===== config.mk =====
export PLATFORM = sky130hd
export DESIGN_NAME = nfopll_ctrl
export DESIGN_NICKNAME = d
export VERILOG_FILES = /design/src/hdl/nfopll_pkg.sv /design/src/hdl/nfopll_ctrl.sv
export SDC_FILE = /design/constraint.sdc
export NUM_CORES = 1
export LEC_CHECK = 0
export BUFFER_PORTS_ARGS = -buffer_cell sky130_fd_sc_hd__buf_2
export CAP_MARGIN = 20
export CORE_UTILIZATION = 53
export DETAILED_ROUTE_END_ITERATION = 6
export GPL_TIMING_DRIVEN = 0
export PLACE_DENSITY = 0.76
export SLEW_MARGIN = 25
export SYNTH_ARGS = -nofsm -noshare
export SYNTH_HDL_FRONTEND = slang
export SYNTH_SLANG_ARGS = --single-unit
export TNS_END_PERCENT = 20

===== constraint.sdc =====
create_clock -name clk -period 2.56 [get_ports clk]
set_input_delay 0.256 -clock clk [delete_from_list [all_inputs] [get_ports clk]]
set_output_delay 0.256 -clock clk [all_outputs]
set_load 0.01 [all_outputs]

===== src/hdl/nfopll_pkg.sv =====
// Shared types, constants and helper functions for the flux observer with PLL.
// Used by every module of the block; depends on nothing else.
package nfopll_pkg;

    localparam int DW           = 32;
    localparam int ANGLE_BITS   = 16;
    localparam int OPW          = DW + 1;
    localparam int PW           = 2 * OPW;
    localparam int DIV_SHIFT    = 20;
    localparam int DIV_BITS     = DW + DIV_SHIFT;
    localparam int CORDIC_STEPS = 24;
    localparam int CW           = 34;

    localparam logic [OPW-1:0] LPF_COEF  = 33'd42950;
    localparam logic [OPW-1:0] INV_PI    = 33'd1367130551;
    localparam logic [CW-1:0]  CORDIC_K  = 34'd652032874;
    localparam logic [DW-1:0]  SAT_MAX   = 32'h7FFF_FFFF;
    localparam logic [DW-1:0]  SAT_MIN   = 32'h8000_0000;

    typedef enum logic [2:0] {
        CFG_IND,
        CFG_RES,
        CFG_FLUX,
        CFG_GAM,
        CFG_TS,
        CFG_KP,
        CFG_KI
    } cfg_idx_t;

    typedef enum logic [4:0] {
        OP_LIA, OP_LIB, OP_F2, OP_SQA, OP_SQB, OP_PA, OP_PB, OP_DA, OP_DB,
        OP_RA, OP_RB, OP_TA, OP_TB,
        OP_ERR1, OP_ERR2, OP_INT, OP_KP, OP_KI, OP_LPF, OP_RAD, OP_INC_LO, OP_INC_HI
    } mul_op_t;

    typedef enum logic [2:0] {
        S_IDLE,
        S_MUL1,
        S_START,
        S_SOLVE,
        S_MUL2,
        S_DONE
    } state_t;

    typedef struct packed {
        logic signed [DW-1:0] volt_alpha;
        logic signed [DW-1:0] volt_beta;
        logic signed [DW-1:0] curr_alpha;
        logic signed [DW-1:0] curr_beta;
    } in_beat_t;

    typedef struct packed {
        logic signed [ANGLE_BITS-1:0] angle_est;
        logic signed [DW-1:0]         speed_est;
        logic signed [DW-1:0]         speed_filtered;
        logic signed [DW-1:0]         phase_error;
        logic signed [DW-1:0]         cos_est;
        logic signed [DW-1:0]         sin_est;
    } out_beat_t;

    typedef struct packed {
        logic    load;
        logic    issue;
        mul_op_t op;
        logic    start;
        logic    emit;
    } ctl_cmd_t;

    typedef struct packed {
        logic solve_done;
    } ctl_status_t;

    function automatic logic [DW-1:0] sat33(input logic [DW:0] v);
        logic [DW-1:0] r;
        if (v[DW] != v[DW-1]) begin
            r = v[DW] ? SAT_MIN : SAT_MAX;
        end else begin
            r = v[DW-1:0];
        end
        return r;
    endfunction

    function automatic logic [DW-1:0] add_sat(input logic [DW-1:0] a, input logic [DW-1:0] b);
        return sat33({a[DW-1], a} + {b[DW-1], b});
    endfunction

    function automatic logic [DW-1:0] sub_sat(input logic [DW-1:0] a, input logic [DW-1:0] b);
        return sat33({a[DW-1], a} - {b[DW-1], b});
    endfunction

    function automatic logic [5:0] op_shift(input mul_op_t op);
        logic [5:0] s;
        case (op)
            OP_LIA, OP_LIB, OP_TA, OP_TB:           s = 6'd20;
            OP_F2:                                  s = 6'd36;
            OP_SQA, OP_SQB, OP_PA, OP_PB,
            OP_DA, OP_DB:                           s = 6'd28;
            OP_INT, OP_KI:                          s = 6'd24;
            OP_LPF:                                 s = 6'd32;
            default:                                s = 6'd16;
        endcase
        return s;
    endfunction

    function automatic logic [CW-1:0] atan_q30(input logic [4:0] i);
        logic [CW-1:0] r;
        case (i)
            5'd0:    r = 34'd536870912;
            5'd1:    r = 34'd316933406;
            5'd2:    r = 34'd167458907;
            5'd3:    r = 34'd85004756;
            5'd4:    r = 34'd42667331;
            5'd5:    r = 34'd21354465;
            5'd6:    r = 34'd10679838;
            5'd7:    r = 34'd5340245;
            5'd8:    r = 34'd2670163;
            5'd9:    r = 34'd1335087;
            5'd10:   r = 34'd667544;
            5'd11:   r = 34'd333772;
            5'd12:   r = 34'd166886;
            5'd13:   r = 34'd83443;
            5'd14:   r = 34'd41722;
            5'd15:   r = 34'd20861;
            5'd16:   r = 34'd10430;
            5'd17:   r = 34'd5215;
            5'd18:   r = 34'd2608;
            5'd19:   r = 34'd1304;
            5'd20:   r = 34'd652;
            5'd21:   r = 34'd326;
            5'd22:   r = 34'd163;
            5'd23:   r = 34'd81;
            default: r = '0;
        endcase
        return r;
    endfunction

endpackage


===== src/hdl/nfopll_ctrl.sv =====
// Sequencing state machine: walks the multiply steps, starts the divide and CORDIC phase.
// Depends on nfopll_pkg.
module nfopll_ctrl (
    input  logic                    clk,
    input  logic                    rst_n,
    input  logic                    in_valid,
    output logic                    in_ready,
    output logic                    out_valid,
    input  logic                    out_ready,
    input  nfopll_pkg::ctl_status_t status,
    output nfopll_pkg::ctl_cmd_t    cmd
);

    nfopll_pkg::state_t  state_reg;
    nfopll_pkg::state_t  state_next;
    nfopll_pkg::mul_op_t op_reg;
    nfopll_pkg::mul_op_t op_next;
    logic [1:0]          phase_reg;
    logic [1:0]          phase_next;
    logic                out_valid_reg;
    logic                out_valid_next;

    always_ff @(posedge clk or negedge rst_n)
    begin
        if (!rst_n)
        begin
            state_reg     <= nfopll_pkg::S_IDLE;
            op_reg        <= nfopll_pkg::OP_LIA;
            phase_reg     <= '0;
            out_valid_reg <= 1'b0;
        end
        else
        begin
            state_reg     <= state_next;
            op_reg        <= op_next;
            phase_reg     <= phase_next;
            out_valid_reg <= out_valid_next;
        end
    end

    always_comb
    begin
        state_next = state_reg;
        op_next    = op_reg;
        phase_next = phase_reg;
        in_ready   = 1'b0;
        cmd        = '0;
        cmd.op     = op_reg;
        case (state_reg)
            nfopll_pkg::S_IDLE:
            begin
                in_ready = 1'b1;
                if (in_valid)
                begin
                    cmd.load   = 1'b1;
                    state_next = nfopll_pkg::S_MUL1;
                    op_next    = nfopll_pkg::OP_LIA;
                    phase_next = '0;
                end
            end
            nfopll_pkg::S_MUL1, nfopll_pkg::S_MUL2:
            begin
                cmd.issue = (phase_reg == 2'd0);
                if (phase_reg == 2'd2)
                begin
                    phase_next = '0;
                    if (op_reg == nfopll_pkg::OP_TB)
                    begin
                        state_next = nfopll_pkg::S_START;
                    end
                    else if (op_reg == nfopll_pkg::OP_INC_HI)
                    begin
                        state_next = nfopll_pkg::S_DONE;
                    end
                    else
                    begin
                        op_next = nfopll_pkg::mul_op_t'(5'(op_reg) + 5'd1);
                    end
                end
                else
                begin
                    phase_next = phase_reg + 2'd1;
                end
            end
            nfopll_pkg::S_START:
            begin
                cmd.start  = 1'b1;
                state_next = nfopll_pkg::S_SOLVE;
            end
            nfopll_pkg::S_SOLVE:
            begin
                if (status.solve_done)
                begin
                    state_next = nfopll_pkg::S_MUL2;
                    op_next    = nfopll_pkg::OP_ERR1;
                    phase_next = '0;
                end
            end
            nfopll_pkg::S_DONE:
            begin
                if (!out_valid_reg || out_ready)
                begin
                    cmd.emit   = 1'b1;
                    state_next = nfopll_pkg::S_IDLE;
                end
            end
            default:
            begin
                state_next = nfopll_pkg::S_IDLE;
            end
        endcase
        if (cmd.emit)
        begin
            out_valid_next = 1'b1;
        end
        else if (out_ready)
        begin
            out_valid_next = 1'b0;
        end
        else
        begin
            out_valid_next = out_valid_reg;
        end
    end

    assign out_valid = out_valid_reg;

endmodule


# --- After elaboration in Yosys (flattened, before gate mapping) ---
# Cells that the tools add are included.
word_totals:
  out_inout_bits: 11
  word_cells: 57
  inputBits: 5
  ff_bits: 11
classes:
  n_eq_ne: 15
  reduce_logical: 10
  add_sub_neg: 2
  muxes: 26
ops:
  columns: ["op", "count"]
  rows:
  - ["$mux W5", 5]
  - ["$mux W3", 6]
  - ["$pmux W3 S5", 1]
  - ["$pmux W5 S3", 1]
  - ["$ne A2 B2 Y1 const B", 6]
  - ["$mux W1", 9]
  - ["$eq A3 B2 Y1 const B", 2]
  - ["$eq A3 B3 Y1 const B", 2]
  - ["$mux W2", 3]
  - ["$pmux W2 S3", 1]
  - ["$reduce_and A6 Y1", 1]
  - ["$add A5 B1 Y5 const B", 1]
  - ["$eq A5 B4 Y1 const B", 1]
  - ["$eq A5 B5 Y1 const B", 1]
  - ["$reduce_and A5 Y1", 1]
  - ["$eq A3 B1 Y1 const B", 1]
  - ["$logic_not A3 Y1", 1]
  - ["$ne A3 B3 Y1 const B", 1]
  - ["$reduce_and A3 Y1", 1]
  - ["$reduce_bool A3 Y1", 1]
  - ["$add A2 B1 Y2 const B", 1]
  - ["$eq A2 B2 Y1 const B", 1]
  - ["$logic_not A2 Y1", 1]
  - ["$reduce_bool A2 Y1", 1]
  - ["3 further kinds", 3]

# --- Logic depth before layout (Yosys ltp) ---
depth:
  depth_word: 5
  mapped_depth: 7
  ltp_nobuf: 7

# --- Least setup slack after synthesis ---
# No wires, ideal clock.
synth_path:
  kind: "reg-to-reg"
  start: "register op_reg[0]"
  end: "register state_reg[2]"
  t_arrival_ns: 1.892
  setup_ns: 0.122
  required_ns: 2.438
  path_stages_with_launch: 8
  path_buffers: 0
  setup_slack_ns: 0.547
  synth_period_minus_slack_ns: 2.013
  cell_sequence: "dfrtp_1 > inv_1 > ha_1 > nand4b_2 > a21bo_1 > a222oi_1 > o31ai_1 > a32o_1"
synth_between:
  elab_chain_cells: 4
  word_cells_on_any_way: 7
  cone_classes: "3 x eq/ne; 3 x mux; 1 x reduce/logical"
synth_lines:
  columns: ["item", "line", "rtl"]
  rows:
  - ["start, declared", "nfopll_ctrl.sv:16", "nfopll_pkg::mul_op_t op_reg;"]
  - ["start signal, assigned", "nfopll_ctrl.sv:28", "op_reg <= nfopll_pkg::OP_LIA;"]
  - ["start signal, assigned", "nfopll_ctrl.sv:35", "op_reg <= op_next;"]
  - ["$eq A5 B4 Y1", "nfopll_ctrl.sv:67", "if (op_reg == nfopll_pkg::OP_TB)"]
  - ["$mux W3", "nfopll_ctrl.sv:67", null]
  - ["$mux W3", "nfopll_ctrl.sv:64", "if (phase_reg == 2'd2)"]
  - ["$pmux W3 S5", "nfopll_ctrl.sv:49", "case (state_reg)"]
  - ["end signal, assigned", "nfopll_ctrl.sv:27", "state_reg <= nfopll_pkg::S_IDLE;"]
  - ["end signal, assigned", "nfopll_ctrl.sv:34", "state_reg <= state_next;"]
  - ["end, declared", "nfopll_ctrl.sv:14", "nfopll_pkg::state_t state_reg;"]
# Several ways; a longest one is shown, not always the timed one. The select of a mux whose other input is x is not followed.
# A chain may end at the register's enable or synchronous reset.

# --- Final worst setup path ---
# Same ends and word-level chain as after synthesis.

==> metrics <==
status=finished, final reports clean; Resized cells post-CTS=0; critical-path cell list=inv_1 -> ha_1 -> nand4b_2 -> a21bo_1 -> a222oi_1 -> o31ai_1 -> a32o_1; Startpoint Class=flip-flop; Synth Instances=98; Initial Utilization=56.6%; Overflow after GRT=0; DRC=0; site row count=14; WL met3=93 um; hold crit path type=input pin to flip-flop; Synthesis Warnings=0; Setup-failing EPs final=0; Avg Cell Area, Syn=8.69 um^2; Clock Path Buffers=2; Top FF cell, synth=dfrtp_1; Die Ht=42.1 um; crit path kind=flip-flop to flip-flop; sequential cell area=275 um^2; PortBufs=15; Die ar.=1770 um^2; Placeable Area=1510 um^2; Tmin final=2.24 ns; die width=42.1 um; slowest library cell on the worst path=a222oi_1; synth top area cells=dfrtp_1 (32%), ha_1 (4.4%), a21oi_1 (3.5%); Post-synth ARST share=100%; pwr/cell area=1210 nW/um^2; post-DR vias/cell=6.16; Hold Violations, Final=0; share of layout cells above drive strength 1=22.9%; CP delay by family, top=compound AO/OA/AOI/OAI gates; Detailed Place HPWL=1.53 mm; drt wl/cell=15.4 um; post-route setup TNS=0 ns; P&R area growth vs syn=15.4%; Psw=559 uW; Final Routed Wirelength=2.06 mm; Setup Fix Bufs, Post-CTS=0; total global routing track utilization=25.6%; Crit path largest cell delay=0.60 ns; sequential area share after synthesis=32.3%; metal2 WL=979 um; Post-Syn Area=852 um^2; Post-synth EDFFs=0; Final Max Tran Viols=0; CP endpoint kind=flip-flop; logic gate share of total power=63.1%; Power Internal=635 uW; RD Place Congestion=0.845; CTS tree=built; count leader, synth=dfrtp_1; CP required=2.73 ns; Max VDD drop=0.000728 V; Net Sw Frac=46.8%; Synth area leader=dfrtp_1; Top Layer Used=met4; Max Fanout on Critical Path=5; CTS root buffer=clkbuf_4; clock buffer count from CTS=3; WL met1=954 um; power share of the clock group=10.3%; via count=826; Iter 0 DRT Violations=18; period utilisation layout=87.6%; clock sink count=11; multi-input logic area=522 um^2; Critical Path AT=2.41 ns; Design Power=1190 uW; n_diodes=0; Clock Pin Slew Worst Setup and Hold Paths=0.07 ns; Net Count, Synth=106; WP buf/inv=1; Clock Latency Late Sink=0.27 ns; Netlist cell types=42; Final ANT Viol Nets=0; Placed Cells=129; RSZ-0062 raised after global routing=no; sequential share of power=26.6%; Non-Filler Instances=134; Post-CTS Hold Buffers=1; Clock Skew=0.000931 ns; # fillers=144; vias in the first global route=755; max_slew headroom=49.3%; max reg flops=5; flops & latches, synth=11; Max Clock Freq=446 MHz; largest net degree at the start of global routing=12; P_leak=0.000489 uW; Worst-Margin Slew=0.753 ns; H-Tree Depth=1; I/O pins=16; Final #Nets=127; initial antenna violation count=0; first-pass detailed-route iteration total=4; area share of the largest cell type after synthesis=32.3%; Max Cap Violations=0; first-pass GRT wire length=3.44 mm; Synth top cells by count=dfrtp_1 (11), nand2_1 (7), nor2_1 (7)
==> final cells by class <==
cell class                      count  area share, %
Tap cell                           16           2.04
Inverter                            5           1.91
Multi-Input combinational cell     75           53.1
Sequential cell                    11           28.0
Timing Repair Buffer               16           8.65
Buffer                              7           3.69
Clock buffer                        4           2.67
==> logic make-up (layout without fill, tap and decap cells) <==
| logic type | count (synthesis) | in the layout | synth area share (%) |
|---|---|---|---|
| AO/OA/AOI/OAI | 30 | 30 | 28.9 |
| XOR/XNOR | 1 | 1 | 1.03 |
| adder cells (fa/ha/maj) | 3 | 3 | 4.41 |
| buffers and inverters | 12 | 32 | 6.46 |
| flip-flops | 11 | 11 | 32.3 |
| multiplexers | 1 | 1 | 1.17 |
| AND/OR/NAND/NOR | 40 | 40 | 25.7 |
==> routing by layer <==
layer / track usage [%] / vias up
met5: 0 / -
met4: 9.38 / 0
met3: 5.17 / 5
met2: 42.2 / 25
met1: 33.3 / 391
li1: - / 405
==> power by group through the flow <==
stage / Combinational [uW] / Sequential, uW / Clock [uW]
floorplan: 558 / 320 / 0
global placement: 726 / 316 / 0
detailed placement: 746 / 319 / 0
CTS: 751 / 316 / 124
global route: 827 / 331 / 133
finish: 753 / 318 / 123
==> through the flow <==
stage          setup slack (ns)  instance area (um^2)  util (%)  hold slack (ns)
2_1_floorplan             0.547                   852         -          -0.0396
3_3_place_gp              0.392                   947      62.9            0.136
3_5_place_dp              0.332                   947      62.9            0.145
4_1_cts                   0.309                   983      65.3            0.281
5_1_grt                   0.151                   983      65.3            0.291
6_report                  0.317                   983      65.3            0.282
==> path summary, 6_finish.rpt <==
path,endpoint,depth (start not counted),slack (ns),from
worst min register to register,op_reg[4],2,0.61,op_reg[4]
worst max-delay path,state_reg[2],7,0.32,op_reg[0]
max in group asynchronous,op_reg[1],2,1.96,rst_n
worst min-delay path,out_valid,3,0.28,out_ready
min in group asynchronous,state_reg[1],2,0.40,rst_n
worst max register to register,state_reg[2],7,0.32,op_reg[0]
==> placed cells by master, fill, tap and decap left out, types with 2 or more instances in the layout <==
master | synthesis | final
nor2_1 | 7 | 7
inv_1 | 5 | 5
a21oi_1 | 6 | 6
nand3_1 | 5 | 5
o221ai_1 | 3 | 3
o21ai_0 | 2 | 2
nor2b_1 | 3 | 3
or2_2 | 2 | 2
buf_4 | 2 | 2
o21a_1 | 2 | 2
a22oi_1 | 3 | 3
dfrtp_1 | 11 | 11
buf_2 | 2 | 17
nand2_1 | 7 | 7
clkbuf_4 | 0 | 3
a221o_1 | 2 | 2
nor3_1 | 6 | 6
ha_1 | 3 | 3
and2_1 | 2 | 2
clkbuf_1 | 2 | 3
==> worst reg2reg max path: cells and delay by family (launching register included) <==
kind	cells	cell delay (ns)
fa+ha+maj	1	0.19
flops	1	0.43
buf+inv	1	0.14
compound gates	4	1.22
simple gates	1	0.15
Note: power is estimated with default switching activity, not from simulation.
